$ cat src/hw/rtl/mseu_pkg.sv
`default_nettype none
// ----------------------------------------------------------------------------
// mseu_pkg
// Shared types and constants of the MIPS subset execute unit.
// ----------------------------------------------------------------------------
package mseu_pkg;

   localparam int MemWords = 1024;
   localparam int MemAw    = $clog2(MemWords);

   localparam logic [5:0] OP_RTYPE = 6'd0;
   localparam logic [5:0] OP_J     = 6'd2;
   localparam logic [5:0] OP_BEQ   = 6'd4;
   localparam logic [5:0] OP_BNE   = 6'd5;
   localparam logic [5:0] OP_BLEZ  = 6'd6;
   localparam logic [5:0] OP_BGTZ  = 6'd7;
   localparam logic [5:0] OP_ADDI  = 6'd8;
   localparam logic [5:0] OP_LUI   = 6'd15;
   localparam logic [5:0] OP_LW    = 6'd35;
   localparam logic [5:0] OP_SW    = 6'd43;

   localparam logic [5:0] FN_SLL  = 6'd0;
   localparam logic [5:0] FN_SRL  = 6'd2;
   localparam logic [5:0] FN_MFHI = 6'd16;
   localparam logic [5:0] FN_MFLO = 6'd18;
   localparam logic [5:0] FN_MULT = 6'd24;
   localparam logic [5:0] FN_DIV  = 6'd26;
   localparam logic [5:0] FN_ADD  = 6'd32;
   localparam logic [5:0] FN_SUB  = 6'd34;
   localparam logic [5:0] FN_AND  = 6'd36;
   localparam logic [5:0] FN_OR   = 6'd37;
   localparam logic [5:0] FN_XOR  = 6'd38;

   localparam logic [1:0] ST_OK    = 2'd0;
   localparam logic [1:0] ST_ALIGN = 2'd1;
   localparam logic [1:0] ST_OVF   = 2'd2;
   localparam logic [1:0] ST_UNIMP = 2'd3;

   typedef enum logic [2:0] {
      S_IDLE,
      S_CLEAR,
      S_READ,
      S_EXEC,
      S_ITER,
      S_FIX,
      S_MEM,
      S_DONE
   } state_type;

   typedef enum logic [1:0] {
      K_NONE,
      K_MULT,
      K_DIV
   } kind_type;

   // start request and result of the multiply/divide unit
   typedef struct packed {
      logic     start;
      kind_type kind;
      logic [31:0] a;
      logic [31:0] b;
   } md_req_type;

   typedef struct packed {
      logic        done;
      logic [31:0] hi;
      logic [31:0] lo;
   } md_rsp_type;

endpackage

`default_nettype wire

$ cat src/hw/rtl/mseu_muldiv.sv
`default_nettype none
// ----------------------------------------------------------------------------
// mseu_muldiv
// Iterative signed multiply and divide: one shift-add or shift-subtract
// step per cycle, sign fix-up at the end.
// ----------------------------------------------------------------------------
module mseu_muldiv
   import mseu_pkg::*;
(
   input  wire logic       clock,
   input  wire logic       reset,
   input  wire md_req_type req,
   output md_rsp_type      rsp
);

   logic [31:0] acc_ff, acc_in;    // product high / remainder
   logic [31:0] sh_ff, sh_in;      // multiplier / quotient bits
   logic [31:0] mb_ff, mb_in;
   logic [5:0]  cnt_ff, cnt_in;
   logic        busy_ff, busy_in;
   logic        done_ff, done_in;
   kind_type    kind_ff, kind_in;
   logic        neg_q_ff, neg_q_in;
   logic        neg_r_ff, neg_r_in;

   logic [31:0] ma, mb;
   logic [32:0] sum;
   logic [32:0] trial;
   logic [63:0] prod, prod_s;

   always_comb begin
      ma = req.a[31] ? 32'(0 - req.a) : req.a;
      mb = req.b[31] ? 32'(0 - req.b) : req.b;
      sum   = {1'b0, acc_ff} + {1'b0, (sh_ff[0] ? mb_ff : 32'd0)};
      trial = {acc_ff, sh_ff[31]} - {1'b0, mb_ff};
      prod   = {acc_ff, sh_ff};
      prod_s = neg_q_ff ? 64'(0 - prod) : prod;
   end

   always_comb begin
      acc_in   = acc_ff;
      sh_in    = sh_ff;
      mb_in    = mb_ff;
      cnt_in   = cnt_ff;
      busy_in  = busy_ff;
      kind_in  = kind_ff;
      neg_q_in = neg_q_ff;
      neg_r_in = neg_r_ff;
      done_in  = 1'b0;
      if (req.start) begin
         acc_in   = '0;
         sh_in    = ma;
         mb_in    = mb;
         cnt_in   = '0;
         busy_in  = 1'b1;
         kind_in  = req.kind;
         neg_q_in = req.a[31] ^ req.b[31];
         neg_r_in = req.a[31];
      end else if (busy_ff) begin
         if (kind_ff == K_MULT) begin
            acc_in = sum[32:1];
            sh_in  = {sum[0], sh_ff[31:1]};
         end else if (trial[32]) begin
            acc_in = {acc_ff[30:0], sh_ff[31]};
            sh_in  = {sh_ff[30:0], 1'b0};
         end else begin
            acc_in = trial[31:0];
            sh_in  = {sh_ff[30:0], 1'b1};
         end
         cnt_in = cnt_ff + 6'd1;
         if (cnt_ff == 6'd31) begin
            busy_in = 1'b0;
            done_in = 1'b1;
         end
      end
   end

   always_ff @(posedge clock) begin
      if (reset) begin
         busy_ff <= 1'b0;
         done_ff <= 1'b0;
         cnt_ff  <= '0;
         kind_ff <= K_NONE;
      end else begin
         busy_ff <= busy_in;
         done_ff <= done_in;
         cnt_ff  <= cnt_in;
         kind_ff <= kind_in;
      end
      acc_ff   <= acc_in;
      sh_ff    <= sh_in;
      mb_ff    <= mb_in;
      neg_q_ff <= neg_q_in;
      neg_r_ff <= neg_r_in;
   end

   always_comb begin
      rsp.done = done_ff;
      if (kind_ff == K_MULT) begin
         rsp.hi = prod_s[63:32];
         rsp.lo = prod_s[31:0];
      end else begin
         rsp.hi = neg_r_ff ? 32'(0 - acc_ff) : acc_ff;
         rsp.lo = neg_q_ff ? 32'(0 - sh_ff) : sh_ff;
      end
   end

   a_cnt_idle: assert property (@(posedge clock) disable iff (reset)
      !busy_ff && !req.start |=> !busy_ff)
      else $error("muldiv started without request");
   a_done_pulse: assert property (@(posedge clock) disable iff (reset)
      done_ff |=> !done_ff)
      else $error("done held");
   a_done_end: assert property (@(posedge clock) disable iff (reset)
      done_ff |-> $past(busy_ff))
      else $error("done without work");

endmodule

`default_nettype wire

$ cat config.mk
export PLATFORM = sky130hd
export DESIGN_NAME = mseu_muldiv
export DESIGN_NICKNAME = d
export VERILOG_FILES = /design/src/hw/rtl/mseu_pkg.sv /design/src/hw/rtl/mseu_muldiv.sv
export SDC_FILE = /design/constraint.sdc
export NUM_CORES = 1
export LEC_CHECK = 0
export BUFFER_PORTS_ARGS = -buffer_cell sky130_fd_sc_hd__buf_2
export CORE_MARGIN = 4
export CORE_UTILIZATION = 55
export DETAILED_ROUTE_END_ITERATION = 6
export HOLD_SLACK_MARGIN = 0.1
export PLACE_DENSITY = 0.76
export SLEW_MARGIN = 30
export SYNTH_ARGS = -nofsm -noshare
export SYNTH_HDL_FRONTEND = slang
export SYNTH_SLANG_ARGS = --single-unit
$ cat constraint.sdc
create_clock -name clock -period 6.3 [get_ports clock]
set_clock_uncertainty 0.15 [all_clocks]
set_input_delay 1.26 -clock clock [delete_from_list [all_inputs] [get_ports clock]]
set_output_delay 1.26 -clock clock [all_outputs]
set_load 0.05 [all_outputs]
== Yosys cells after proc, flatten, opt, wreduce, memory -nomap -nowiden ==
Cells that the tools add are included.

* Add/subtract/negate cells: 8
* Equality and inequality tests: 2
* Multiplexer cells: 17
* Bitwise operators: 2
* Reductions and logical operators: 3

{| class="wikitable"
|+ Operators with widths
! operator !! count
|-
| 2-to-1 mux 32 bit || 9
|-
| 2-to-1 mux 64 bit || 2
|-
| subtractor 1 x 32 -> 32 bit, first input constant || 4
|-
| subtractor 1 x 64 -> 64 bit, first input constant || 1
|-
| adder 32 x 32 -> 33 bit || 1
|-
| subtractor 33 x 32 -> 33 bit || 1
|-
| 2-to-1 mux 31 bit || 1
|-
| adder 6 x 1 -> 6 bit, second input constant || 1
|-
| == test 6 x 5 -> 1 bit, second input constant || 1
|-
| 2-to-1 mux 1 bit || 5
|-
| OR reduction 3 bit || 1
|-
| == test 2 x 1 -> 1 bit, second input constant || 1
|-
| nonzero test 2 bit || 1
|-
| OR reduction 2 bit || 1
|-
| inverter 1 bit || 1
|-
| bitwise XOR 1 bit || 1
|}

* Bits in registers: 108
* Input port bits: 69

== Depth between registers and ports, before layout ==
* Word-level depth: 5
* Gate-level depth with buffers: 14

== Least setup slack after synthesis ==
OpenSTA, ideal clock, no wires.

* Path type: reg-to-output
* Start: register sh_ff[26]
* End: output port rsp[59] in the netlist's numbering
* Arrival: 3.306 ns
* Data required time: 4.890 ns
* Setup slack: 1.584 ns
* Stages on the path, launching flop included: 10
* Cells stage by stage: edfxtp_1 or4_2 nor4_4 nand2_1 or3_2 a22oi_1 nor2_1 nor2_1 a31oi_1 xor2_1

{| class="wikitable"
|+ RTL lines
! element !! RTL line !! text
|-
| start, declared || mseu_muldiv.sv:17 || <nowiki>logic [31:0] sh_ff, sh_in;</nowiki>
|-
| start signal, assigned || mseu_muldiv.sv:91 || <nowiki>sh_ff <= sh_in;</nowiki>
|-
| end, declared || mseu_muldiv.sv:13 || <nowiki>output md_rsp_type rsp</nowiki>
|}

==> impl_metrics.yaml <==
yosys:
  async_flop_share: 0
  synth_cell_types: 77
  synth_seq_cells: 108
  synth.net_count: 1577
  synth_edf_count: 66
  synth-seq-area-share: 0.251
  syn_inst: 1437
  synth_area_mm2: 0.0113
  yosysWarnings: 0
  synth-main-ff-cell: "edfxtp_1"
  syn_area_per_cell_um2: 7.83
power:
  p_int_w: 0.00164
  combPwrFrac: 0.527
  power.density_mw_per_mm2: 263
  switching_share: 0.493
  p_seq_frac: 0.295
  vdd_drop_max_mv: 0.158
  cellLeakagePower_nw: 5.38
  p_switching_w: 0.00160
  pwr-share-clk: 0.178
critical_path:
  r2r_end: "acc_ff[3]"
  reg2reg_slack_ns: 1.80
  r2r_start: "sh_ff[31]"
  crit_fanout: 5
  crit_type: "reg2out"
  start_kind: "register"
  cp.arrival_ns: 3.98
  worstPathRequired_ns: 4.89
  ff2ff_path_depth: 12
  worst_setup_path_end_kind: "output pin"
outcome:
  outcome: "finished clean"
cts:
  htree_num_levels: 3
  cts_buffers: 9
  cts_hold_buf: 0
  clk_path_buf_depth: 2
  root_buffer: "clkbuf_16"
  clock_latency_ns: 0.37
  clock_sinks: 108
  cts_setup_buffers: 0
  post_cts_resize_count: 0
  cts_tree: "done"
  clkTransAtPathRegs_ns: 0.08
timing:
  min_period_ns: 5.39
  hold_viol_final: 0
  period_share: 0.855
  worst_slack_ns: 0.913
  tightest_slew_ns: 0.843
  slew_violations: 0
  final.setup.tns_ns: 0
  relSlewSlack: 0.431
  rsz0062_at_grt: "false"
  clock.fmax_ghz: 0.186
  finalSetupViolCount: 0
floorplanning:
  initial_utilization: 0.558
  rows: 52
  die-area_mm2: 0.0228
  pin_count: 134
  die_width_um: 151
  die_y_um: 151
  fp.coreArea_mm2: 0.0202
detailed_routing:
  routedWlPerCell_um: 18.6
  drt-initial-drc-count: 1111
  drc: 0
  ant_nets: 0
  routed_wl_um: 33400
  vias: 11100
  vias_per_cell: 6.18
  drt_first_pass_iters: 6
global_routing:
  grt_pass1_wl_um: 53200
  grt_max_degree: 61
  grt_pass1_vias: 10300
  grt_usage: 0.291
  grtUsageMet2: 0.479
  grt_overflow: 0
  antenna_found_initial: 0
  grt_util_met3: 0.0281
  grtUsageMet1: 0.398
  busiest_layer: "met2"
cells_and_area:
  antenna_cells: 0
  syn_to_final_growth_pct: 9.49
  nets: 1661
  drive_gt1_frac: 0.122
  utilization: 0.611
  final_common_cell: "nand2_1"
  fin_area_mm2: 0.0123
  final_cell_mix: "157 x nand2_1, 146 x o21ai_0, 135 x nor2_1"
place:
  port_buffers: 133
  place_congestion: 0.987
  hpwl_um: 25900
  dpl_cell_area_mm2: 0.0120
  dp_slack_ns: 1.40
min_path:
  min-delay-start: "cnt_ff[5]"
  min_path_type: "reg2reg"
  hold_path_depth: 1
  hold_end: "done_ff"
run:
  drv_cap: 0
## worst max-delay path, cell delays in order, from the launching register on
cell      delay (ns)
edfxtp_1        0.45
or4_1           0.62
nor4_1          0.40
nand4_2         0.22
or3_2           0.56
a22oi_1         0.25
nor2_1          0.11
nor2_1          0.21
a31oi_1         0.15
xor2_1          0.33
buf_2           0.33
## logic make-up after synthesis
| logic type | after synthesis | share of synthesized area |
|---|---|---|
| and+or+nand+nor | 481 | 0.206 |
| AOI/OAI and AO/OA | 433 | 0.246 |
| xor gates and xnor gates | 175 | 0.136 |
| buffers and inverters | 131 | 0.0470 |
| DFF | 108 | 0.251 |
| adders and majority gates | 71 | 0.0802 |
| muxes | 38 | 0.0339 |
## registers in the layout, indices dropped and copies added, names as in the netlist
signal	count
acc_ff	32
mb_ff	32
sh_ff	32
cnt_ff	6
kind_ff	2
busy_ff	1
done_ff	1
neg_q_ff	1
neg_r_ff	1
## power groups by stage
stage          Combinational, W  Sequential, W  Clock, W
5_1_grt                 0.00183       0.000963  0.000605
4_1_cts                 0.00169       0.000949  0.000585
6_report                0.00170       0.000954  0.000578
3_5_place_dp            0.00168       0.000965         0
3_3_place_gp            0.00167       0.000962         0
2_1_floorplan           0.00130       0.000915         0
## routing by layer
metal,vias up,share of wire
li1,5439,-
met1,5174,0.44
met2,437,0.46
met3,57,0.070
met4,0,0.028
met5,-,0
## cell usage after synthesis (all sizes together) (5+ instances only)
cell,n,share of area
a31oi,19,0.011
buf,18,0.0074
nor3,23,0.010
edfxtp,66,0.18
o41ai,16,0.012
xor2,55,0.043
nand2b,17,0.0094
o21a,8,0.0053
or3,20,0.011
a211oi,31,0.021
dfxtp,42,0.075
nor2,135,0.045
nand4,21,0.012
o21bai,10,0.0067
xnor2,120,0.093
o21ai,146,0.065
inv,61,0.020
or2,8,0.0044
nand2,158,0.053
a21o,31,0.021
nor4,21,0.015
o211ai,14,0.0093
ha,69,0.077
nand3,28,0.012
or4,12,0.0088
and3,11,0.0061
clkbuf,52,0.019
mux2i,37,0.033
a21boi,5,0.0033
a21oi,77,0.034
and2,8,0.0044
nor2b,9,0.0050
o31ai,33,0.023
## per-stage QoR
step	cells	total power, W	hold WS (ns)
floorplan	1437	0.00222	0.274
global placement	1780	0.00263	0.299
detailed placement	1780	0.00265	0.299
CTS	1796	0.00322	0.311
global route	1796	0.00340	0.343
finish	1796	0.00324	0.306
## worst max path at each step
stage                   start      end  depth (start not counted)
floorplan           sh_ff[26]  rsp[59]                          9
global placement    sh_ff[26]  rsp[51]                         10
detailed placement  sh_ff[18]  rsp[51]                         10
CTS                 sh_ff[12]  rsp[51]                         10
global route        sh_ff[12]  rsp[51]                         10
finish              sh_ff[18]  rsp[51]                         10
## final cells by class
cell class / count / area (um^2)
multi-input combinational: 1198 / 7910
fill: 1861 / 7840
sequential: 108 / 2820
timing repair buffer: 143 / 743
tap: 270 / 338
inverter: 61 / 229
clock buffer: 9 / 225
clock inverter: 7 / 57.6
(Power assumes the default switching activity.)
